--- src/hw/rtl/multi_channel_input_debouncer_defines.svh ---
// Assertion macros shared by the debouncer RTL.
// Both macros sample on clk_i and are disabled while rst_ni is low.
`ifndef MULTI_CHANNEL_INPUT_DEBOUNCER_DEFINES_SVH
`define MULTI_CHANNEL_INPUT_DEBOUNCER_DEFINES_SVH

`ifndef SYNTHESIS
// Check that a property holds on every clock edge outside reset.
`define MCID_ASSERT(lbl, prop) \
  lbl: assert property (@(posedge clk_i) disable iff (!rst_ni) (prop)) \
    else $error("debouncer assertion failed");
// Check that a condition never occurs outside reset.
`define MCID_ASSERT_NEVER(lbl, cond) \
  lbl: assert property (@(posedge clk_i) disable iff (!rst_ni) !(cond)) \
    else $error("debouncer forbidden condition seen");
`else
`define MCID_ASSERT(lbl, prop)
`define MCID_ASSERT_NEVER(lbl, cond)
`endif

`endif

--- src/hw/rtl/mcid_pkg.sv ---
`timescale 1ns / 1ps
`default_nettype none

package mcid_pkg;

  // Widths fixed by the register map and the request fields
  localparam int unsigned FIELD_W      = 4;
  localparam int unsigned DELAY_W      = 8;
  localparam int unsigned CFG_IDX_W    = 3;
  localparam int unsigned CFG_DATA_W   = 8;
  localparam int unsigned REG_CHANNELS = 4;

  // Configuration register indexes
  typedef enum logic [CFG_IDX_W-1:0] {
    CFG_ACTIVE_LOW = 3'd0,
    CFG_DELAY_CH0  = 3'd1,
    CFG_DELAY_CH1  = 3'd2,
    CFG_DELAY_CH2  = 3'd3,
    CFG_DELAY_CH3  = 3'd4
  } cfg_reg_e;

  // Per-lane request: take strobe, polarity-corrected level, delay setting
  typedef struct packed {
    logic               take;
    logic               level;
    logic [DELAY_W-1:0] delay;
  } lane_req_t;

endpackage

`default_nettype wire

--- src/hw/rtl/mcid_lane.sv ---
`timescale 1ns / 1ps
`default_nettype none

`include "multi_channel_input_debouncer_defines.svh"

module mcid_lane #(
  parameter int unsigned COUNT_BITS = 8
) (
  input  wire logic               clk_i,
  input  wire logic               rst_ni,
  input  wire mcid_pkg::lane_req_t req_i,
  output logic                    qual_next_o
);

  localparam int unsigned WideW =
    (COUNT_BITS > mcid_pkg::DELAY_W) ? COUNT_BITS : mcid_pkg::DELAY_W;
  localparam logic [COUNT_BITS-1:0] CntMax = '1;

  logic                  cand_q, cand_d;
  logic                  qual_q, qual_d;
  logic [COUNT_BITS-1:0] cnt_q, cnt_d;
  logic [COUNT_BITS-1:0] cnt_dec;
  logic [COUNT_BITS-1:0] cnt_load;
  logic [WideW-1:0]      delay_wide;
  logic [WideW-1:0]      cnt_max_wide;

  // Saturate the reload value at the counter range
  assign delay_wide   = WideW'(req_i.delay);
  assign cnt_max_wide = WideW'(CntMax);
  assign cnt_load     = (delay_wide > cnt_max_wide) ? CntMax : COUNT_BITS'(delay_wide);

  // Count down toward zero, hold at zero
  assign cnt_dec = (cnt_q != '0) ? cnt_q - COUNT_BITS'(1) : cnt_q;

  // Qualify a stable level, pass through with zero delay, or restart
  always_comb begin
    cand_d = cand_q;
    cnt_d  = cnt_q;
    qual_d = qual_q;
    if (req_i.level == cand_q) begin
      cnt_d = cnt_dec;
      if (cnt_dec == '0) begin
        qual_d = req_i.level;
      end
    end else if (req_i.delay == '0) begin
      qual_d = req_i.level;
    end else begin
      cnt_d  = cnt_load;
      cand_d = req_i.level;
    end
  end

  assign qual_next_o = qual_d;

  // Advance lane state on each accepted request
  always_ff @(posedge clk_i or negedge rst_ni) begin
    if (!rst_ni) begin
      cand_q <= 1'b0;
      cnt_q  <= '0;
      qual_q <= 1'b0;
    end else if (req_i.take) begin
      cand_q <= cand_d;
      cnt_q  <= cnt_d;
      qual_q <= qual_d;
    end
  end

  // Last stable tick of a running count must qualify the level
  `MCID_ASSERT(a_lane_qualify,
    req_i.take && (req_i.level == cand_q) && (cnt_q == COUNT_BITS'(1))
      |=> qual_q == $past(req_i.level))
  // Candidate moves only on an accepted request with a nonzero delay
  `MCID_ASSERT(a_lane_cand_change,
    (cand_q != $past(cand_q)) |-> ($past(req_i.take) && ($past(req_i.delay) != '0)))

endmodule

`default_nettype wire

--- src/hw/rtl/mcid_merge.sv ---
`timescale 1ns / 1ps
`default_nettype none

`include "multi_channel_input_debouncer_defines.svh"

module mcid_merge (
  input  wire logic                        clk_i,
  input  wire logic                        rst_ni,
  input  wire logic                        take_i,
  input  wire logic [mcid_pkg::FIELD_W-1:0] levels_i,
  output logic                             busy_o,
  output logic                             out_valid_o,
  input  wire logic                        out_stall_i,
  output logic [mcid_pkg::FIELD_W-1:0]     out_levels_o
);

  logic                           out_valid_q, out_valid_d;
  logic [mcid_pkg::FIELD_W-1:0]   out_data_q, out_data_d;
  logic                           skid_valid_q, skid_valid_d;
  logic [mcid_pkg::FIELD_W-1:0]   skid_data_q, skid_data_d;
  logic                           out_free;

  assign out_free = !out_valid_q || !out_stall_i;

  // Refill the output from the skid stage first, else park a new result
  always_comb begin
    out_valid_d  = out_valid_q;
    out_data_d   = out_data_q;
    skid_valid_d = skid_valid_q;
    skid_data_d  = skid_data_q;
    if (out_free) begin
      skid_valid_d = 1'b0;
      if (skid_valid_q) begin
        out_valid_d = 1'b1;
        out_data_d  = skid_data_q;
      end else begin
        out_valid_d = take_i;
        out_data_d  = levels_i;
      end
    end else if (take_i) begin
      skid_valid_d = 1'b1;
      skid_data_d  = levels_i;
    end
  end

  always_ff @(posedge clk_i or negedge rst_ni) begin
    if (!rst_ni) begin
      out_valid_q  <= 1'b0;
      skid_valid_q <= 1'b0;
    end else begin
      out_valid_q  <= out_valid_d;
      skid_valid_q <= skid_valid_d;
    end
  end

  always_ff @(posedge clk_i) begin
    out_data_q  <= out_data_d;
    skid_data_q <= skid_data_d;
  end

  assign busy_o       = skid_valid_q;
  assign out_valid_o  = out_valid_q;
  assign out_levels_o = out_data_q;

  // Skid stage is only ever filled behind a held output
  `MCID_ASSERT_NEVER(a_merge_skid_alone, skid_valid_q && !out_valid_q)
  // A request taken against a stalled output lands in the skid stage
  `MCID_ASSERT(a_merge_park, take_i && !out_free |=> skid_valid_q)
  // No request is taken while the skid stage is full
  `MCID_ASSERT_NEVER(a_merge_overrun, take_i && skid_valid_q)

endmodule

`default_nettype wire

--- src/hw/rtl/multi_channel_input_debouncer.sv ---
// Multi-channel input debouncer.
// Input channel: in_valid_i / in_stall_o carry one scan tick of raw pin levels
// (raw_levels_i, bit n is channel n). A request is taken at a clock edge with
// in_valid_i high and in_stall_o low.
// Output channel: out_valid_o / out_stall_i carry the debounced levels after
// that tick (debounced_levels_o), one result per request, in order.
// Config channel: cfg_valid_i / cfg_ready_o with cfg_index_i and cfg_data_i;
// index 0 is the active-low mask, indexes 1 to 4 the per-channel delays.
// Write it only while no request is in flight. cfg_ready_o is always high.
// Results are registered at the merge output. One request per cycle is
// sustained unless the receiver stalls; each channel lane does its compare
// and count-down combinationally. If the receiver stalls, one more request
// is parked in a skid stage and then in_stall_o stays high until the held
// result is taken. Reset zeroes the config registers, counters, candidates
// and debounced levels and empties the output channel, but not its data.
`timescale 1ns / 1ps
`default_nettype none

module multi_channel_input_debouncer #(
  parameter int unsigned CHANNELS   = 4,
  parameter int unsigned COUNT_BITS = 8
) (
  input  wire logic                           clk_i,
  input  wire logic                           rst_ni,
  input  wire logic                           in_valid_i,
  output logic                                in_stall_o,
  input  wire logic [mcid_pkg::FIELD_W-1:0]   raw_levels_i,
  output logic                                out_valid_o,
  input  wire logic                           out_stall_i,
  output logic [mcid_pkg::FIELD_W-1:0]        debounced_levels_o,
  input  wire logic                           cfg_valid_i,
  output logic                                cfg_ready_o,
  input  wire logic [mcid_pkg::CFG_IDX_W-1:0] cfg_index_i,
  input  wire logic [mcid_pkg::CFG_DATA_W-1:0] cfg_data_i
);

  // Channels beyond the register map never leave zero and are not built
  localparam int unsigned Lanes =
    (CHANNELS < mcid_pkg::REG_CHANNELS) ? CHANNELS : mcid_pkg::REG_CHANNELS;

  logic                                          take;
  logic                                          merge_busy;
  logic                                          mask_we;
  logic [mcid_pkg::REG_CHANNELS-1:0]             delay_we;
  logic [Lanes-1:0]                              mask_q;
  logic [Lanes-1:0][mcid_pkg::DELAY_W-1:0]       delay_q;
  logic [mcid_pkg::FIELD_W-1:0]                  lane_qual;

  assign cfg_ready_o = 1'b1;
  assign in_stall_o  = merge_busy;
  assign take        = in_valid_i && !merge_busy;

  // Decode register writes
  always_comb begin
    mask_we  = 1'b0;
    delay_we = '0;
    if (cfg_valid_i) begin
      unique case (cfg_index_i)
        mcid_pkg::CFG_ACTIVE_LOW: mask_we     = 1'b1;
        mcid_pkg::CFG_DELAY_CH0:  delay_we[0] = 1'b1;
        mcid_pkg::CFG_DELAY_CH1:  delay_we[1] = 1'b1;
        mcid_pkg::CFG_DELAY_CH2:  delay_we[2] = 1'b1;
        mcid_pkg::CFG_DELAY_CH3:  delay_we[3] = 1'b1;
        default: ;
      endcase
    end
  end

  // Hold the polarity mask
  always_ff @(posedge clk_i or negedge rst_ni) begin
    if (!rst_ni) begin
      mask_q <= '0;
    end else if (mask_we) begin
      mask_q <= cfg_data_i[Lanes-1:0];
    end
  end

  // Hold the per-channel delays
  always_ff @(posedge clk_i or negedge rst_ni) begin
    if (!rst_ni) begin
      delay_q <= '0;
    end else begin
      for (int unsigned i = 0; i < Lanes; i++) begin
        if (delay_we[i]) begin
          delay_q[i] <= cfg_data_i[mcid_pkg::DELAY_W-1:0];
        end
      end
    end
  end

  // One lane per channel with its delay register
  for (genvar ch = 0; ch < mcid_pkg::FIELD_W; ch++) begin : g_lane
    if (ch < Lanes) begin : g_on
      mcid_pkg::lane_req_t req;

      assign req.take  = take;
      assign req.level = raw_levels_i[ch] ^ mask_q[ch];
      assign req.delay = delay_q[ch];

      mcid_lane #(
        .COUNT_BITS (COUNT_BITS)
      ) u_lane (
        .clk_i       (clk_i),
        .rst_ni      (rst_ni),
        .req_i       (req),
        .qual_next_o (lane_qual[ch])
      );
    end else begin : g_off
      assign lane_qual[ch] = 1'b0;
    end
  end

  // Gather lane levels into one result
  mcid_merge u_merge (
    .clk_i        (clk_i),
    .rst_ni       (rst_ni),
    .take_i       (take),
    .levels_i     (lane_qual),
    .busy_o       (merge_busy),
    .out_valid_o  (out_valid_o),
    .out_stall_i  (out_stall_i),
    .out_levels_o (debounced_levels_o)
  );

endmodule

`default_nettype wire
--- config.mk ---
export PLATFORM = sky130hd
export DESIGN_NAME = multi_channel_input_debouncer
export DESIGN_NICKNAME = d
export VERILOG_FILES = /design/src/hw/rtl/mcid_pkg.sv /design/src/hw/rtl/mcid_lane.sv /design/src/hw/rtl/mcid_merge.sv /design/src/hw/rtl/multi_channel_input_debouncer.sv
export VERILOG_INCLUDE_DIRS = /design/src /design/src/hw/rtl
export SDC_FILE = /design/constraint.sdc
export NUM_CORES = 1
export LEC_CHECK = 0
export BUFFER_PORTS_ARGS = -buffer_cell sky130_fd_sc_hd__buf_4
export CAP_MARGIN = 10
export CORE_MARGIN = 5
export CORE_UTILIZATION = 55
export DETAILED_ROUTE_END_ITERATION = 8
export PLACE_DENSITY = 0.75
export SYNTH_ARGS = -nofsm -noshare
export SYNTH_HDL_FRONTEND = slang
export SYNTH_SLANG_ARGS = --single-unit
--- constraint.sdc ---
create_clock -name clk_i -period 2.4 [get_ports clk_i]
set_input_delay 0.48 -clock clk_i [delete_from_list [all_inputs] [get_ports clk_i]]
set_output_delay 0.48 -clock clk_i [all_outputs]
set_load 0.02 [all_outputs]
## Word-level counts from Yosys, hierarchy flattened

Index checks and enable logic that the tools add are counted.

- $add $sub $neg: 4
- Bitwise operators: 13
- Reduce and logical (&&, ||, !) cells: 28
- Magnitude comparators: 4
- Eq/ne operators: 12
- Mux-type cells: 39

Operator list:

| cell | count |
|---|---|
| 8-bit two-way mux | 16 |
| 8-bit logical NOT | 8 |
| 8-bit > comparator (second input constant) | 4 |
| 8-bit nonzero test | 4 |
| 8-bit by 1-bit subtractor with 8-bit output (second input constant) | 4 |
| 1-bit two-way mux | 21 |
| 3-bit AND reduction | 4 |
| 2-bit AND reduction | 5 |
| 1-bit inverter | 9 |
| 4-bit two-way mux | 2 |
| 2-bit by 1-bit inequality test with 1-bit output (second input constant) | 4 |
| 3-bit by 2-bit == test with 1-bit output (second input constant) | 2 |
| 1-bit == test | 4 |
| 1-bit bitwise XOR | 4 |
| 3-bit by 1-bit == test with 1-bit output (second input constant) | 1 |
| 3-bit == test (second input constant) | 1 |
| 1-bit logical NOT | 3 |
| 3-bit logical NOT | 1 |
| 2-bit nonzero test | 1 |
| 1-bit logical AND | 1 |
| 1-bit logical OR | 1 |

- Register bits: 86
- Word-level logic and storage cells: 121

## Depth between registers and ports, before layout

- Depth in word-level cells: 6
- Mapped depth: 9
- Depth with buffers taken out: 8

## By module

Synthesis repeated with hierarchy kept, for this count alone.

- Cell total of the unflattened synthesis: 509
- Area total of the unflattened synthesis: 5,465.2 µm²

By module, submodules not included:

| module | area each (µm²) | cells each | instances |
|---|---|---|---|
| mcid_lane | 894.6 | 101 | 4 |
| multi_channel_input_debouncer | 1,522.7 | 87 | 1 |
| mcid_merge | 364.1 | 18 | 1 |

## Least setup slack after synthesis

OpenSTA, ideal clock, no wires.

- Path kind: reg2reg
- From: reg g_lane[1].g_on.u_lane.cnt_q[0]
- To: reg u_merge.skid_data_q[1] (netlist bit) (data pin)
- Stages on the path, launching flop included: 10
- Clock period less this slack: 2.606 ns
- Setup time: 0.158 ns
- Setup slack: -0.206 ns
- Arrival: 2.448 ns
- Required time: 2.242 ns
- Cells stage by stage: dfrtp_1 > inv_1 > ha_1 > or4b_4 > nor4b_2 > a31oi_1 > or4_1 > buf_2 > a21o_1 > a211oi_2

- Longest elaborated chain between the ends: 5
- Elaborated cells on any way between the ends: 6

Ends and longest elaborated chain:

| element | line | text |
|---|---|---|
| start, declared | mcid_lane.sv:21 | `logic [COUNT_BITS-1:0] cnt_q, cnt_d;` |
| start signal, assigned | mcid_lane.sv:63 | `cnt_q <= cnt_d;` |
| 8-bit by 1-bit subtractor with 8-bit output / 8-bit nonzero test (equally long branches) | mcid_lane.sv:33 | `assign cnt_dec = (cnt_q != '0) ? cnt_q - COUNT_BITS'(1) : cnt_q;` |
| 8-bit two-way mux (*) | mcid_lane.sv:33 |  |
| 8-bit logical NOT (*) | mcid_lane.sv:42 | `if (cnt_dec == '0) begin` |
| 1-bit two-way mux (*) | mcid_lane.sv:42 |  |
| 1-bit two-way mux (*) | mcid_lane.sv:40 | `if (req_i.level == cand_q) begin` |
| named net g_lane[1].g_on.u_lane.qual_next_o | mcid_lane.sv:12 | `output logic qual_next_o` |
| end signal, assigned | mcid_merge.sv:58 | `skid_data_q <= skid_data_d;` |
| end, declared | mcid_merge.sv:20 | `logic [mcid_pkg::FIELD_W-1:0] skid_data_q, skid_data_d;` |

Mark *: on every way through the listed nets, which the timed path passes. The rest lies on a longest branch.
A chain may end at the register's enable or synchronous reset.

## Worst setup path in the final report

- From: reg g_lane[1].g_on.u_lane.cnt_q[1]
- To: reg u_merge.skid_data_q[1] (netlist bit) (data pin)

The elaborated chain is that of the path after synthesis.

==> metrics.txt <==
root buffer cell=clkbuf_8; Syn Inst Count=511; mean routed wirelength per cell=16.7 um; CTS tree=built; Inserted Diodes=0; clock skew=16.3 ps; I/O Pins=27; post-synth cell types=59; slew margin rel.=60.1%; clock period minus final worst setup slack=2380 ps; GRT Total Usage=21.9%; status=finished clean; HP Class=input port to asynchronous set/reset pin; cts bufs inserted=9; Starting Density=55.8%; Cells after DPL=653; Pleak=2.36 nW; row count=34; #FFs+latches synth=86; fin. max-slew vios=0; Core ar.=0.00859 mm^2; largest net degree at the start of global routing=36; first-pass GRT wire length=18300 um; Layout Utilization=65.2%; top post-synthesis cells by area=dfrtp_1 41%, mux2_2 9.6%, o21ai_0 5.7%; clk sink count=86; peak supply drop=585 uV; RePlAce Congestion=0.898; number of global-route vias before repair=3842; remaining antenna violation count=0; Slew @ Worst Pin=596 ps; Post-Route WL=11300 um; Worst Setup End Kind=register; Synth top area share=40.7%; Tcrit/Tclk final=99.4%; CP Class=register to register; Max Root-Sink Buffers=2; syn avg cell area=9.38 um^2; Synthesis Warnings=0; Die X=103 um; Worst setup SP type=register; worst setup margin=15.3 ps; proportion of layout cells with a drive suffix above 1=24.5%; setup violators final=0; Post-synth top flop=dfrtp_1; vias=4043; gr ovfl total=0; Area Overhead vs Synth=16.8%; Worst EP required=2600 ps; CTS Hold Bufs=0; final std cell area, no fill=0.00560 mm^2; pre-CTS WS=-70.2 ps; fillers=708; post-DR vias/cell=5.99; Power Density=1140 mW/mm^2; clock-pin slew on the worst setup and hold paths=90 ps; Pre-Repair DR Iteration Count=4; max frequency=419 MHz; 1st-iter DRT viols=144; register area share after synthesis=45.7%; Nets=587; Port Buffer Count=25; post-synth top area cell=dfrtp_1; Cell Count, Final, Fillers Out=675; Post-synth EDFFs=8; Hold Fails Final Rpt=0; commonest non-fill, non-tap cell in the layout=dfrtp_1; DR DRC count=0; clk_lat worst skew=360 ps; most frequent cells in the layout=77 x dfrtp_1, 71 x nor2_1, 60 x buf_4; CP Max Fanout=4; # H-tree levels=3; Die Y=103 um; Die ar.=0.0107 mm^2; ys async rst share=90.7%; count of maximum capacitance violations=0; RSZ-0062 raised after global routing=yes; initial antenna violation count=0; post-synthesis cell area=0.00479 mm^2; Detail Placement HPWL=8160 um; Post-Syn Nets=536; dpl cell area=0.00529 mm^2; Crit path arrival time=2580 ps
report_power, final:
part | internal [W] | switching, W
logic | 0.00132 | 0.00152
clock network | 0.000579 | 0.000526
registers | 0.00193 | 0.000530
total | 0.00383 | 0.00257
registers in the layout, summed over array words and instances (netlist names):
name and count:
u_merge.out_levels_o 4, g_lane.g_on.u_lane.cand_q 4, g_lane.g_on.u_lane.qual_q 4, g_lane.g_on.u_lane.cnt_q 32
u_merge.busy_o 1, u_merge.out_valid_o 1, mask_q 4, delay_q 32
u_merge.skid_data_q 4
cells in the mapped netlist, drive strengths merged, types with 2 or more instances:
cell type and instances:
a31oi 8, o22ai 3, or4 6, ha 5, or3 3, inv 22, edfxtp 8, xnor2 10
clkbuf 19, nor4 7, and3 2, nand3 8, a22oi 4, xor2 7, buf 2, a32oi 8
nor3 17, a21oi 37, mux2i 5, a21o 2, and2 4, o31ai 4, dfrtp 78, nand3b 3
o21ai 55, a2bb2oi 2, nor2 72, nand2 28, o22a 7, a311oi 2, a21boi 2, mux2 41
nor2b 3, nand4 2, nand2b 3, nor3b 4
worst paths after layout:
| path | end | startpoint | slack (ps) | cells after the start |
|---|---|---|---|---|
| max | u_merge.skid_data_q[1]$_DFFE_PP_ | g_lane[1].g_on.u_lane.cnt_q[1]$_DFFE_PN0P_ | 20 | 8 |
| min | g_lane[2].g_on.u_lane.cnt_q[2]$_DFFE_PN0P_ | rst_ni | 30 | 1 |
| max reg2reg | u_merge.skid_data_q[1]$_DFFE_PP_ | g_lane[1].g_on.u_lane.cnt_q[1]$_DFFE_PN0P_ | 20 | 8 |
| min reg2reg | mask_q[2]$_DFFE_PN0P_ | mask_q[2]$_DFFE_PN0P_ | 540 | 1 |
| max in group asynchronous | g_lane[3].g_on.u_lane.cnt_q[0]$_DFFE_PN0P_ | rst_ni | 1780 | 2 |
| min in group clk_i | u_merge.out_valid_o$_DFFE_PN0N_ | in_valid_i | 340 | 3 |
area by class of cell:
class / instances / area [um^2] / share of cell area [%]
clock buffers: 9 / 124 / 2.21
multi-input cells: 382 / 2510 / 44.8
clock inverters: 7 / 88.8 / 1.59
flip-flops and latches: 86 / 2190 / 39.2
inverters: 22 / 82.6 / 1.47
repair buffers: 61 / 470 / 8.40
well taps: 108 / 135 / 2.41
per-stage QoR:
| stage | power (W) | hold slack, ps | setup TNS [ps] |
|---|---|---|---|
| final | 0.00640 | 31.4 | 0 |
| after global routing | 0.00689 | 54.3 | -214 |
| after CTS | 0.00624 | 38.5 | 0 |
| after detailed placement | 0.00511 | 429 | -96.2 |
| after global placement | 0.00499 | 431 | 0 |
| after floorplan | 0.00428 | 184 | -16.9 |
what timing repair did:
action,CTS,global route
setup buffers,0,6
gates resized for setup,2,15
endpoints found under the setup margin,3,8
pin swaps,0,6
cloned,0,0
kinds of logic after synthesis:
kind of cell	share of synthesized area (%)
fa+ha+maj	1.30
buf+inv	3.50
other cells	0.0782
simple gates	17.3
mux	10.7
flops	45.7
xor+xnor	3.11
compound gates	18.3
worst max-delay path, stage by stage, from the launching register on:
cell	delay [ps]
dfrtp_1	390
inv_2	70
ha_4	120
or4b_4	490
nor4b_4	270
a31oi_1	70
or4_4	460
a21o_1	190
a211oi_2	180
layer usage:
metal  track usage [%]  wire (um)  up-vias
met5                 0          0        -
met4              6.77        165        0
met3              3.96        482       13
met2              36.8       5700       96
met1              29.0       4950     1977
li1                  -          -     1957
No activity file was read; power rests on OpenSTA's default activity.
